File: src/rtl/core/roo_pkg.sv
// Shared types and constants for the rectangle outline overlay
package roo_pkg;

  localparam int unsigned MAX_DIM = 4096;
  localparam int unsigned REG_W   = 13;
  localparam int unsigned COORD_W = 12;
  localparam int unsigned PIX_W   = 24;
  localparam int unsigned IDX_W   = 3;

  typedef enum logic [IDX_W-1:0] {
    IDX_LEFT_X    = 3'd0,
    IDX_LOW_Y     = 3'd1,
    IDX_RIGHT_X   = 3'd2,
    IDX_HIGH_Y    = 3'd3,
    IDX_THICKNESS = 3'd4,
    IDX_COLOR     = 3'd5,
    IDX_WIDTH     = 3'd6,
    IDX_HEIGHT    = 3'd7
  } cfg_idx_t;

  // Band edges derived from the registers; ends are exclusive
  typedef struct packed {
    logic [REG_W-1:0] left_x;
    logic [REG_W-1:0] right_x;
    logic [REG_W-1:0] low_y;
    logic [REG_W-1:0] high_y;
    logic [REG_W-1:0] width;
    logic [REG_W-1:0] height;
    logic [REG_W-1:0] row_b_lo;
    logic [REG_W-1:0] row_b_hi;
    logic [REG_W-1:0] row_t_lo;
    logic [REG_W-1:0] row_t_hi;
    logic [REG_W-1:0] col_l_lo;
    logic [REG_W-1:0] col_l_hi;
    logic [REG_W-1:0] col_r_lo;
    logic [REG_W-1:0] col_r_hi;
    logic [REG_W-1:0] sq_l_hi;
    logic [REG_W-1:0] sq_r_hi;
    logic             rect_ok;
  } bounds_t;

  // Compare results of one pixel against the bounds
  typedef struct packed {
    logic in_img;
    logic x_span;
    logic y_span;
    logic row_b;
    logic row_t;
    logic col_l;
    logic col_r;
    logic sq_l;
    logic sq_r;
  } hits_t;

endpackage

File: src/rtl/core/rectangle_outline_overlay_top.sv
// Top level of the rectangle outline overlay
//
//  channel  | ports                                    | handshake
//  ---------+------------------------------------------+----------------------
//  input    | in_pixel_x, in_pixel_y, in_pixel_in      | start & !busy
//  result   | out_pixel_out, out_on_outline            | out_strobe, one cycle
//  config   | cfg_index, cfg_data                      | cfg_valid & cfg_ready
//
// One pixel per clock; a beat taken passes through the capture, compare and select
// registers on its way to the result ports.
// Band edges are registered from the config registers, ahead of the compares.
// busy and !cfg_ready are high during reset; config and control registers return to reset values.
// Results cannot be held off, so busy never rises after reset.
module rectangle_outline_overlay_top (
  input  logic                          clk,
  input  logic                          rst_n,
  input  logic                          start,
  output logic                          busy,
  input  logic [roo_pkg::COORD_W-1:0]   in_pixel_x,
  input  logic [roo_pkg::COORD_W-1:0]   in_pixel_y,
  input  logic [roo_pkg::PIX_W-1:0]     in_pixel_in,
  output logic                          out_strobe,
  output logic [roo_pkg::PIX_W-1:0]     out_pixel_out,
  output logic                          out_on_outline,
  input  logic                          cfg_valid,
  output logic                          cfg_ready,
  input  logic [roo_pkg::IDX_W-1:0]     cfg_index,
  input  logic [roo_pkg::PIX_W-1:0]     cfg_data
);

  roo_pkg::bounds_t            bounds;
  logic [roo_pkg::PIX_W-1:0]   draw_color;

  roo_cfg_regs u_cfg (
    .clk        (clk),
    .rst_n      (rst_n),
    .cfg_valid  (cfg_valid),
    .cfg_ready  (cfg_ready),
    .cfg_index  (cfg_index),
    .cfg_data   (cfg_data),
    .bounds     (bounds),
    .draw_color (draw_color)
  );

  roo_pipe u_pipe (
    .clk            (clk),
    .rst_n          (rst_n),
    .start          (start),
    .busy           (busy),
    .in_pixel_x     (in_pixel_x),
    .in_pixel_y     (in_pixel_y),
    .in_pixel_in    (in_pixel_in),
    .bounds         (bounds),
    .draw_color     (draw_color),
    .out_strobe     (out_strobe),
    .out_pixel_out  (out_pixel_out),
    .out_on_outline (out_on_outline)
  );

endmodule

File: src/rtl/core/roo_cfg_regs.sv
// Configuration registers and precomputed band edges
module roo_cfg_regs (
  input  logic                             clk,
  input  logic                             rst_n,
  input  logic                             cfg_valid,
  output logic                             cfg_ready,
  input  logic [roo_pkg::IDX_W-1:0]        cfg_index,
  input  logic [roo_pkg::PIX_W-1:0]        cfg_data,
  output roo_pkg::bounds_t                 bounds,
  output logic [roo_pkg::PIX_W-1:0]        draw_color
);

  localparam int unsigned RW = roo_pkg::REG_W;

  logic          ready_r;
  logic [RW-1:0] left_x_r, low_y_r, right_x_r, high_y_r;
  logic [RW-1:0] thick_r, width_r, height_r;
  logic [roo_pkg::PIX_W-1:0] color_r;
  roo_pkg::bounds_t bounds_r, bounds_nxt;
  logic          wr_en;
  logic [RW-1:0] wr_val;
  logic [RW-1:0] half_t;
  logic [RW-1:0] w_lim, h_lim;

  // near edge: c - min(t/2, c)
  function automatic logic [RW-1:0] band_lo(input logic [RW-1:0] c,
                                            input logic [RW-1:0] h);
    logic [RW-1:0] m;
    begin
      m = (h < c) ? h : c;
      band_lo = c - m;
    end
  endfunction

  // far edge: min(lo + t, limit)
  function automatic logic [RW-1:0] band_hi(input logic [RW-1:0] lo,
                                            input logic [RW-1:0] t,
                                            input logic [RW-1:0] lim);
    logic [RW:0] sum;
    begin
      sum     = {1'b0, lo} + {1'b0, t};
      band_hi = (sum < {1'b0, lim}) ? sum[RW-1:0] : lim;
    end
  endfunction

  assign wr_en     = cfg_valid && ready_r;
  assign wr_val    = cfg_data[RW-1:0];
  assign cfg_ready = ready_r;

  always_ff @(posedge clk) begin
    if (!rst_n) begin
      ready_r   <= 1'b0;
      left_x_r  <= '0;
      low_y_r   <= '0;
      right_x_r <= '0;
      high_y_r  <= '0;
      thick_r   <= RW'(1);
      color_r   <= '0;
      width_r   <= RW'(roo_pkg::MAX_DIM);
      height_r  <= RW'(roo_pkg::MAX_DIM);
    end else begin
      ready_r <= 1'b1;
      if (wr_en) begin
        case (roo_pkg::cfg_idx_t'(cfg_index))
          roo_pkg::IDX_LEFT_X:    left_x_r  <= wr_val;
          roo_pkg::IDX_LOW_Y:     low_y_r   <= wr_val;
          roo_pkg::IDX_RIGHT_X:   right_x_r <= wr_val;
          roo_pkg::IDX_HIGH_Y:    high_y_r  <= wr_val;
          roo_pkg::IDX_THICKNESS: thick_r   <= wr_val;
          roo_pkg::IDX_COLOR:     color_r   <= cfg_data;
          roo_pkg::IDX_WIDTH:     width_r   <= wr_val;
          roo_pkg::IDX_HEIGHT:    height_r  <= wr_val;
          default: ;
        endcase
      end
    end
  end

  assign half_t = {1'b0, thick_r[RW-1:1]};
  // zero width/height wraps here, but such pixels are rejected as outside
  assign w_lim  = width_r - RW'(1);
  assign h_lim  = height_r - RW'(1);

  always_comb begin
    bounds_nxt.left_x   = left_x_r;
    bounds_nxt.right_x  = right_x_r;
    bounds_nxt.low_y    = low_y_r;
    bounds_nxt.high_y   = high_y_r;
    bounds_nxt.width    = width_r;
    bounds_nxt.height   = height_r;
    bounds_nxt.row_b_lo = band_lo(low_y_r, half_t);
    bounds_nxt.row_t_lo = band_lo(high_y_r, half_t);
    bounds_nxt.col_l_lo = band_lo(left_x_r, half_t);
    bounds_nxt.col_r_lo = band_lo(right_x_r, half_t);
    bounds_nxt.row_b_hi = band_hi(bounds_nxt.row_b_lo, thick_r, h_lim);
    bounds_nxt.row_t_hi = band_hi(bounds_nxt.row_t_lo, thick_r, h_lim);
    bounds_nxt.col_l_hi = band_hi(bounds_nxt.col_l_lo, thick_r, w_lim);
    bounds_nxt.col_r_hi = band_hi(bounds_nxt.col_r_lo, thick_r, w_lim);
    // corner squares run one column further than the side bands
    bounds_nxt.sq_l_hi  = band_hi(bounds_nxt.col_l_lo, thick_r, width_r);
    bounds_nxt.sq_r_hi  = band_hi(bounds_nxt.col_r_lo, thick_r, width_r);
    bounds_nxt.rect_ok  = (left_x_r <= right_x_r) && (low_y_r <= high_y_r) &&
                          (right_x_r <= width_r) && (high_y_r <= height_r);
  end

  always_ff @(posedge clk) begin
    bounds_r <= bounds_nxt;
  end

  assign bounds     = bounds_r;
  assign draw_color = color_r;

endmodule

File: src/rtl/core/roo_pipe.sv
// Three-stage pixel pipeline: capture, compare, combine and select
module roo_pipe (
  input  logic                          clk,
  input  logic                          rst_n,
  input  logic                          start,
  output logic                          busy,
  input  logic [roo_pkg::COORD_W-1:0]   in_pixel_x,
  input  logic [roo_pkg::COORD_W-1:0]   in_pixel_y,
  input  logic [roo_pkg::PIX_W-1:0]     in_pixel_in,
  input  roo_pkg::bounds_t              bounds,
  input  logic [roo_pkg::PIX_W-1:0]     draw_color,
  output logic                          out_strobe,
  output logic [roo_pkg::PIX_W-1:0]     out_pixel_out,
  output logic                          out_on_outline
);

  localparam int unsigned RW = roo_pkg::REG_W;

  logic                        busy_r;
  logic                        s1_vld_r, s2_vld_r, s3_vld_r;
  logic [roo_pkg::COORD_W-1:0] s1_x_r, s1_y_r;
  logic [roo_pkg::PIX_W-1:0]   s1_pix_r, s2_pix_r, s3_pix_r;
  roo_pkg::hits_t              hits_nxt, s2_hits_r;
  logic                        s3_on_r, on_nxt;
  logic [RW-1:0]               xe, ye;
  logic                        accept;

  assign accept = start && !busy_r;
  assign xe     = {1'b0, s1_x_r};
  assign ye     = {1'b0, s1_y_r};

  // held high through reset only; the pipeline never stalls
  always_ff @(posedge clk) begin
    if (!rst_n) begin
      busy_r   <= 1'b1;
      s1_vld_r <= 1'b0;
      s2_vld_r <= 1'b0;
      s3_vld_r <= 1'b0;
      s3_on_r  <= 1'b0;
    end else begin
      busy_r   <= 1'b0;
      s1_vld_r <= accept;
      s2_vld_r <= s1_vld_r;
      s3_vld_r <= s2_vld_r;
      s3_on_r  <= s2_vld_r && on_nxt;
    end
  end

  always_comb begin
    hits_nxt.in_img = (xe < bounds.width) && (ye < bounds.height);
    hits_nxt.x_span = (xe >= bounds.left_x) && (xe <= bounds.right_x);
    hits_nxt.y_span = (ye >= bounds.low_y) && (ye <= bounds.high_y);
    hits_nxt.row_b  = (ye >= bounds.row_b_lo) && (ye < bounds.row_b_hi);
    hits_nxt.row_t  = (ye >= bounds.row_t_lo) && (ye < bounds.row_t_hi);
    hits_nxt.col_l  = (xe >= bounds.col_l_lo) && (xe < bounds.col_l_hi);
    hits_nxt.col_r  = (xe >= bounds.col_r_lo) && (xe < bounds.col_r_hi);
    hits_nxt.sq_l   = (xe >= bounds.col_l_lo) && (xe < bounds.sq_l_hi);
    hits_nxt.sq_r   = (xe >= bounds.col_r_lo) && (xe < bounds.sq_r_hi);
  end

  // sides, then the four corner squares
  assign on_nxt = bounds.rect_ok && s2_hits_r.in_img &&
                  ((s2_hits_r.x_span && (s2_hits_r.row_b || s2_hits_r.row_t)) ||
                   (s2_hits_r.y_span && (s2_hits_r.col_l || s2_hits_r.col_r)) ||
                   ((s2_hits_r.row_b || s2_hits_r.row_t) &&
                    (s2_hits_r.sq_l || s2_hits_r.sq_r)));

  always_ff @(posedge clk) begin
    s1_x_r    <= in_pixel_x;
    s1_y_r    <= in_pixel_y;
    s1_pix_r  <= in_pixel_in;
    s2_hits_r <= hits_nxt;
    s2_pix_r  <= s1_pix_r;
    s3_pix_r  <= on_nxt ? draw_color : s2_pix_r;
  end

  assign busy           = busy_r;
  assign out_strobe     = s3_vld_r;
  assign out_pixel_out  = s3_pix_r;
  assign out_on_outline = s3_on_r;

endmodule

File: config.mk
export PLATFORM = sky130hd
export DESIGN_NAME = rectangle_outline_overlay_top
export DESIGN_NICKNAME = d
export VERILOG_FILES = /design/src/rtl/core/roo_pkg.sv /design/src/rtl/core/rectangle_outline_overlay_top.sv /design/src/rtl/core/roo_cfg_regs.sv /design/src/rtl/core/roo_pipe.sv
export SDC_FILE = /design/constraint.sdc
export NUM_CORES = 1
export LEC_CHECK = 0
export ABC_AREA = 1
export ABC_CLOCK_PERIOD_IN_PS = 8900
export BUFFER_PORTS_ARGS = -buffer_cell sky130_fd_sc_hd__buf_2
export CORE_ASPECT_RATIO = 1.4
export CORE_MARGIN = 1
export CORE_UTILIZATION = 45
export CTS_BUF_LIST = sky130_fd_sc_hd__clkbuf_4
export DETAILED_ROUTE_END_ITERATION = 16
export PLACE_DENSITY = 0.71
export SYNTH_ARGS = -nofsm -noshare
export SYNTH_HDL_FRONTEND = slang
export SYNTH_HIERARCHICAL = 1
export SYNTH_SLANG_ARGS = --single-unit
File: constraint.sdc
create_clock -name clk -period 8.9 [get_ports clk]
set_input_delay 0.445 -clock clk [delete_from_list [all_inputs] [get_ports clk]]
set_output_delay 0.445 -clock clk [all_outputs]
set_load 0.02 [all_outputs]
Yosys cells after proc, flatten, opt, wreduce, memory -nomap -nowiden --
Cells that the tools add are included.
Storage, ports and cells: input bits 79, logic and storage cells 140, bits in registers 435, output and inout port bits 28
Operators by class: multiplexer cells 13, $lt $le $gt $ge 30, reductions and logical operators 35, add/sub/neg operators 10, equal/unequal tests 7
Operators with widths (count):
- 12-bit by 13-bit < comparator with 1-bit output | 12
- 13-bit two-way mux | 10
- 14-bit by 13-bit < comparator with 1-bit output | 6
- 12-bit by 13-bit greater-or-equal comparator with 1-bit output | 6
- 13-bit by 13-bit adder with 14-bit output | 4
- 13-bit less-or-equal comparator | 4
- 13-bit subtractor | 4
- 12-bit by 13-bit less-or-equal comparator with 1-bit output | 2
- 13-bit by 1-bit subtractor with 13-bit output (second input constant) | 2
- 24-bit two-way mux | 1
- 1-bit logical AND | 20
- 2-bit AND reduction | 8
- 3-bit == test (second input constant) | 4
- 3-bit by 2-bit == test with 1-bit output (second input constant) | 2
- 1-bit logical OR | 5
- 3-bit by 1-bit == test with 1-bit output (second input constant) | 1
- 3-bit logical NOT | 1
- 1-bit two-way mux | 2
- 1-bit logical NOT | 1

Logic depth before layout (Yosys ltp) --
depth after elaboration 6, mapped depth 41, mapped depth without buffers 40

Modules after synthesis --
Netlist, hierarchy kept.
Modules (own cells, without submodules):
- roo_cfg_regs | area each 18651.6 um^2, cells each 2362, seq. area each 6506.2 um^2, times used 1
- roo_pipe | area each 7697.4 um^2, cells each 1040, seq. area each 2202.1 um^2, times used 1

Worst setup path before layout --
No wires, ideal clock.
kind reg-to-reg, from register u_cfg.thick_r[8], to register u_cfg.bounds_r, in the netlist u_cfg/bounds[82], clock period less this slack 5244 ps, data required time 8776 ps, setup slack 3656 ps, data arrival time 5120 ps, library setup time 124 ps, stages on the path, launching flop included 35, path buffers 2, path through dfxtp_1 -> ha_1 -> inv_1 -> o31ai_1 -> nand2_1 -> o2111ai_1 -> clkbuf_1 -> o21ai_0 -> ha_1 -> fa_1 -> o21ai_0 -> a21oi_1 -> nor2_1 -> nor2_1 -> xor2_1 -> inv_1 -> ha_1 -> inv_1 -> o21ai_0 -> inv_1 -> nand2_1 -> xor2_1 -> inv_1 -> ha_1 -> a21oi_1 -> nor3_1 -> a211oi_1 -> nand2_1 -> nand3_1 -> nand2_1 -> nand2_1 -> nand2_1 -> buf_2 -> nand2_1 -> o21ai_0
RTL lines:
- from (decl) | line roo_cfg_regs.sv:17 | logic [RW-1:0] thick_r, width_r, height_r;
- from (signal assigned) | line roo_cfg_regs.sv:69 | roo_pkg::IDX_THICKNESS: thick_r <= wr_val;
- to (signal assigned) | line roo_cfg_regs.sv:107 | bounds_r <= bounds_nxt;
- to (decl) | line roo_cfg_regs.sv:19 | roo_pkg::bounds_t bounds_r, bounds_nxt;

==> metrics.md <==
| Metric | Value |
|---|---|
| Met3 Wirelength | `~4000 um` |
| CTS resizes | `0` |
| Top post-synthesis cells by area | `dfxtp_1 33%, ha_1 22%, nand2_1 9.5%` |
| Syn Area/Cell | `a little under 8 sq um` |
| Sequential Power Share | `0.307` |
| Clock root buffer | `clkbuf_4` |
| DR top layer | `met4` |
| Slew Viols, Final | `0` |
| CP endpoint kind | `flip-flop` |
| M1 wire length | `between 20000 and 30000 um` |
| Hold Crit Class | `input pin to flip-flop` |
| Grt ovf | `0` |
| HPWL after DPL | `63300 um` |
| Achievable frequency | `141 MHz` |
| Worst Path Required | `approximately 9.7 ns` |
| Port Buffers | `roughly 110` |
| Largest net degree at the start of global routing | `78` |
| WL met2 | `slightly above 40000 um` |
| Floorplan core area | `about 58000 sq um` |
| # IOs | `107` |
| MaxCap Viol Count | `0` |
| Filler cells | `5627` |
| P_leak | `roughly 15 nW` |
| Vias in the first global route | `23400` |
| Clock power frac | `0.212` |
| Number of buffers created by CTS | `approximately 110` |
| Max clock buf depth | `3` |
| Main synth FF type | `dfxtp_1` |
| Synth top area share | `0.331` |
| # DRC | `4` |
| Via count | `between 20000 and 25000` |
| Worst hold slack | `around 0.16 ns` |
| R2R cell count | `26` |
| Layout cells sized above 1 | `0.0984` |
| Cells after Synth | `between 3000 and 4000` |
| Worst Hold Depth | `6` |
| Unrepaired setup endpoints after global routing | `no` |
| Sequential area share after synthesis | `0.331` |
| Area Growth Syn to Fin | `12.9%` |
| Most common library cells after synthesis | `664 x nand2_1, 507 x inv_1, 455 x ha_1` |
| Mapped Nets | `approximately 4000` |
| CP Launch Type | `flip-flop` |
| CTS tree | `yes` |
| Worst Tran Pin Value | `between 0.9 and 1 ns` |
| Drt pass-1 iters | `11` |
| FF/Latch Area | `8710 sq um` |
| Failing checks | `DRC` |
| Internal Power | `around 4.4 mW` |
| Synth async-reset ratio | `0` |
| CP Max Fanout | `24` |
| Antenna violations before repair | `3` |
| First-pass GRT wire length | `roughly 130000 um` |
| Net Sw Frac | `0.441` |
| Fin. Hold Viols | `0` |
| PwrDens | `~270 nW/um^2` |
| Critical path arrival | `between 7 and 8 ns` |
| Initial Utilization | `0.457` |
| Post-synth top area cell | `dfxtp_1` |
| Final wirelength | `between 80000 and 90000 um` |
| Post-Synthesis Cell Area | `about 26000 sq um` |
| Worst clock skew | `about 0.089 ns` |
| Total GRT Usage | `0.279` |
| Post-synth cell types | `slightly below 60` |
| Clk Latency, worst-skew pair | `0.93 ns` |
| Worst VDD drop | `approximately 150 uV` |
| Comb power frac | `0.481` |
| Status | `finished, violations left` |
| Area of the multi-input gates | `15400 sq um` |
| Net Switching | `3.49 mW` |
| Die area | `between 50000 and 60000 sq um` |
| Num Clock Sinks | `roughly 440` |
| Nets | `approximately 4200` |
| Fin Setup TNS | `0 ns` |
| # Post-CTS Setup Buffers | `0` |
| Final worst path period share | `0.795` |
| Post-synth EDFFs | `0` |
| Final worst path period need | `approximately 7.1 ns` |
| Clock slew at reported path FFs | `~0.070 ns` |
| Synth Warn # | `6` |
| Die X | `roughly 210 um` |
| Initial DRC Count | `approximately 1400` |
| Htree depth | `3` |
| Final setup violation count | `0` |
| Final ANT Viol Nets | `0` |
| Count leader, synth | `nand2_1` |
| Yosys reg bits | `435` |
| Slew headroom | `0.389` |
| Critical path type | `flip-flop to flip-flop` |
| Wire per inst | `18.5 um` |
| Die outline height | `~290 um` |
| Vias/cell | `between 5 and 6` |
| GP Congestion | `a little over 1` |
| Row count | `~100` |
## placed cells by master (no fill, tap or decap), types with 9 or more instances in the layout
master,netlist,final
buf_4,1,17
clkinv_2,0,14
a21oi_1,304,304
nand3_1,161,161
nor3_1,34,34
nand2_1,664,664
clkbuf_4,0,145
nand4_1,37,37
nand2_4,9,9
a21o_1,15,15
o21ai_1,11,11
nand2_2,27,27
inv_1,507,507
o211ai_1,10,10
clkinv_1,0,26
xnor2_1,37,37
dlygate4sd3_1,0,76
o21ai_0,249,249
nor2_1,202,202
dfxtp_1,435,435
xor2_1,65,65
ha_1,455,455
buf_2,11,106
o21a_1,10,10
## final cells by class
class / instances / area share
multi-input combinational: 2390 / 0.517
clock inverter: 48 / 0.00967
tap: 742 / 0.0312
clock buffer: 145 / 0.0366
antenna: 3 / 0.000252
sequential: 435 / 0.293
timing repair buffer: 199 / 0.0477
inverter: 514 / 0.0650
## power groups by stage
stage                     Sequential, mW  Combinational (mW)  Clock, mW
after CTS                           2.43                3.76       1.73
after detailed placement            2.48                3.71          0
after floorplan                     2.43                2.81          0
after global routing                2.46                4.30       1.83
final                               2.43                3.81       1.68
after global placement              2.47                3.65          0
## flip-flops by register name, indices dropped and copies added (netlist names), 24 cells and up
name and count:
u_cfg/bounds 209, u_pipe/out_pixel_out 24, u_pipe/s2_pix_r 24, u_cfg/draw_color 24, u_pipe/s1_pix_r 24
## worst paths after layout
path	from	endpoint	slack, ns
setup / recovery	u_cfg/thick_r[8]$_SDFFE_PN0P_	u_cfg/bounds[106]$_DFF_P_	1.82
hold reg to reg	u_pipe/s1_pix_r[18]$_DFF_P_	u_pipe/s2_pix_r[18]$_DFF_P_	0.32
setup reg to reg	u_cfg/thick_r[8]$_SDFFE_PN0P_	u_cfg/bounds[106]$_DFF_P_	1.82
hold / removal	cfg_index[2]	u_cfg/low_y_r[12]$_SDFFE_PN0P_	0.16
## worst max-delay path, stage by stage, from the launching register on
cell and delay (ns):
dfxtp_1 0.90, ha_1 0.37, nand2_1 0.08, o21ai_0 0.08
a21oi_1 0.13, nand2_1 0.41, o21ai_0 0.35, ha_1 0.18
inv_1 0.06, fa_1 0.40, nand3_1 0.10, nand2_1 0.12
a21oi_1 0.24, o21ai_0 0.17, xnor2_1 0.16, inv_1 0.09
ha_1 0.37, nand2_1 0.10, nor2_1 0.13, nand3_1 0.11
o2111ai_1 0.16, xor2_1 0.14, ha_1 0.21, a211o_1 0.27
a31oi_1 0.68, nand2_1 0.57, o21ai_0 0.37
## kinds of logic after synthesis
| kind of cell | after synthesis | share of synthesized area |
|---|---|---|
| adder cells (fa/ha/maj) | 463 | 0.222 |
| XOR/XNOR | 102 | 0.0339 |
| AO/OA/AOI/OAI | 641 | 0.131 |
| AND/OR/NAND/NOR | 1184 | 0.197 |
| buffers and inverters | 577 | 0.0858 |
| flip-flops | 435 | 0.330 |
## per-stage QoR
step / utilization / power [mW] / instances / instance area [sq um] / setup slack (ns)
3_5_place_dp: 0.479 / 6.19 / 4204 / 27600 / 1.98
5_1_grt: 0.516 / 8.59 / 4475 / 29800 / 1.19
4_1_cts: 0.516 / 7.92 / 4473 / 29700 / 1.94
2_1_floorplan: - / 5.23 / 3402 / 26300 / 3.66
3_3_place_gp: 0.479 / 6.12 / 4204 / 27600 / 1.92
6_report: 0.516 / 7.92 / 4476 / 29800 / 1.82
## repair_timing
| item | 4_1_cts | 5_1_grt |
|---|---|---|
| hold buffers | 76 | 0 |
| setup endpoints to repair | 0 | 0 |
| endpoints found under the hold margin | 123 | 0 |
## per-layer routing
layer | global-route usage | up-vias
li1 | - | 11800
met3 | 0.0466 | 335
met2 | 0.494 | 756
met1 | 0.282 | 10700
met4 | 0.241 | 0
met5 | 0 | -
Power figures use the tool's default switching activity.
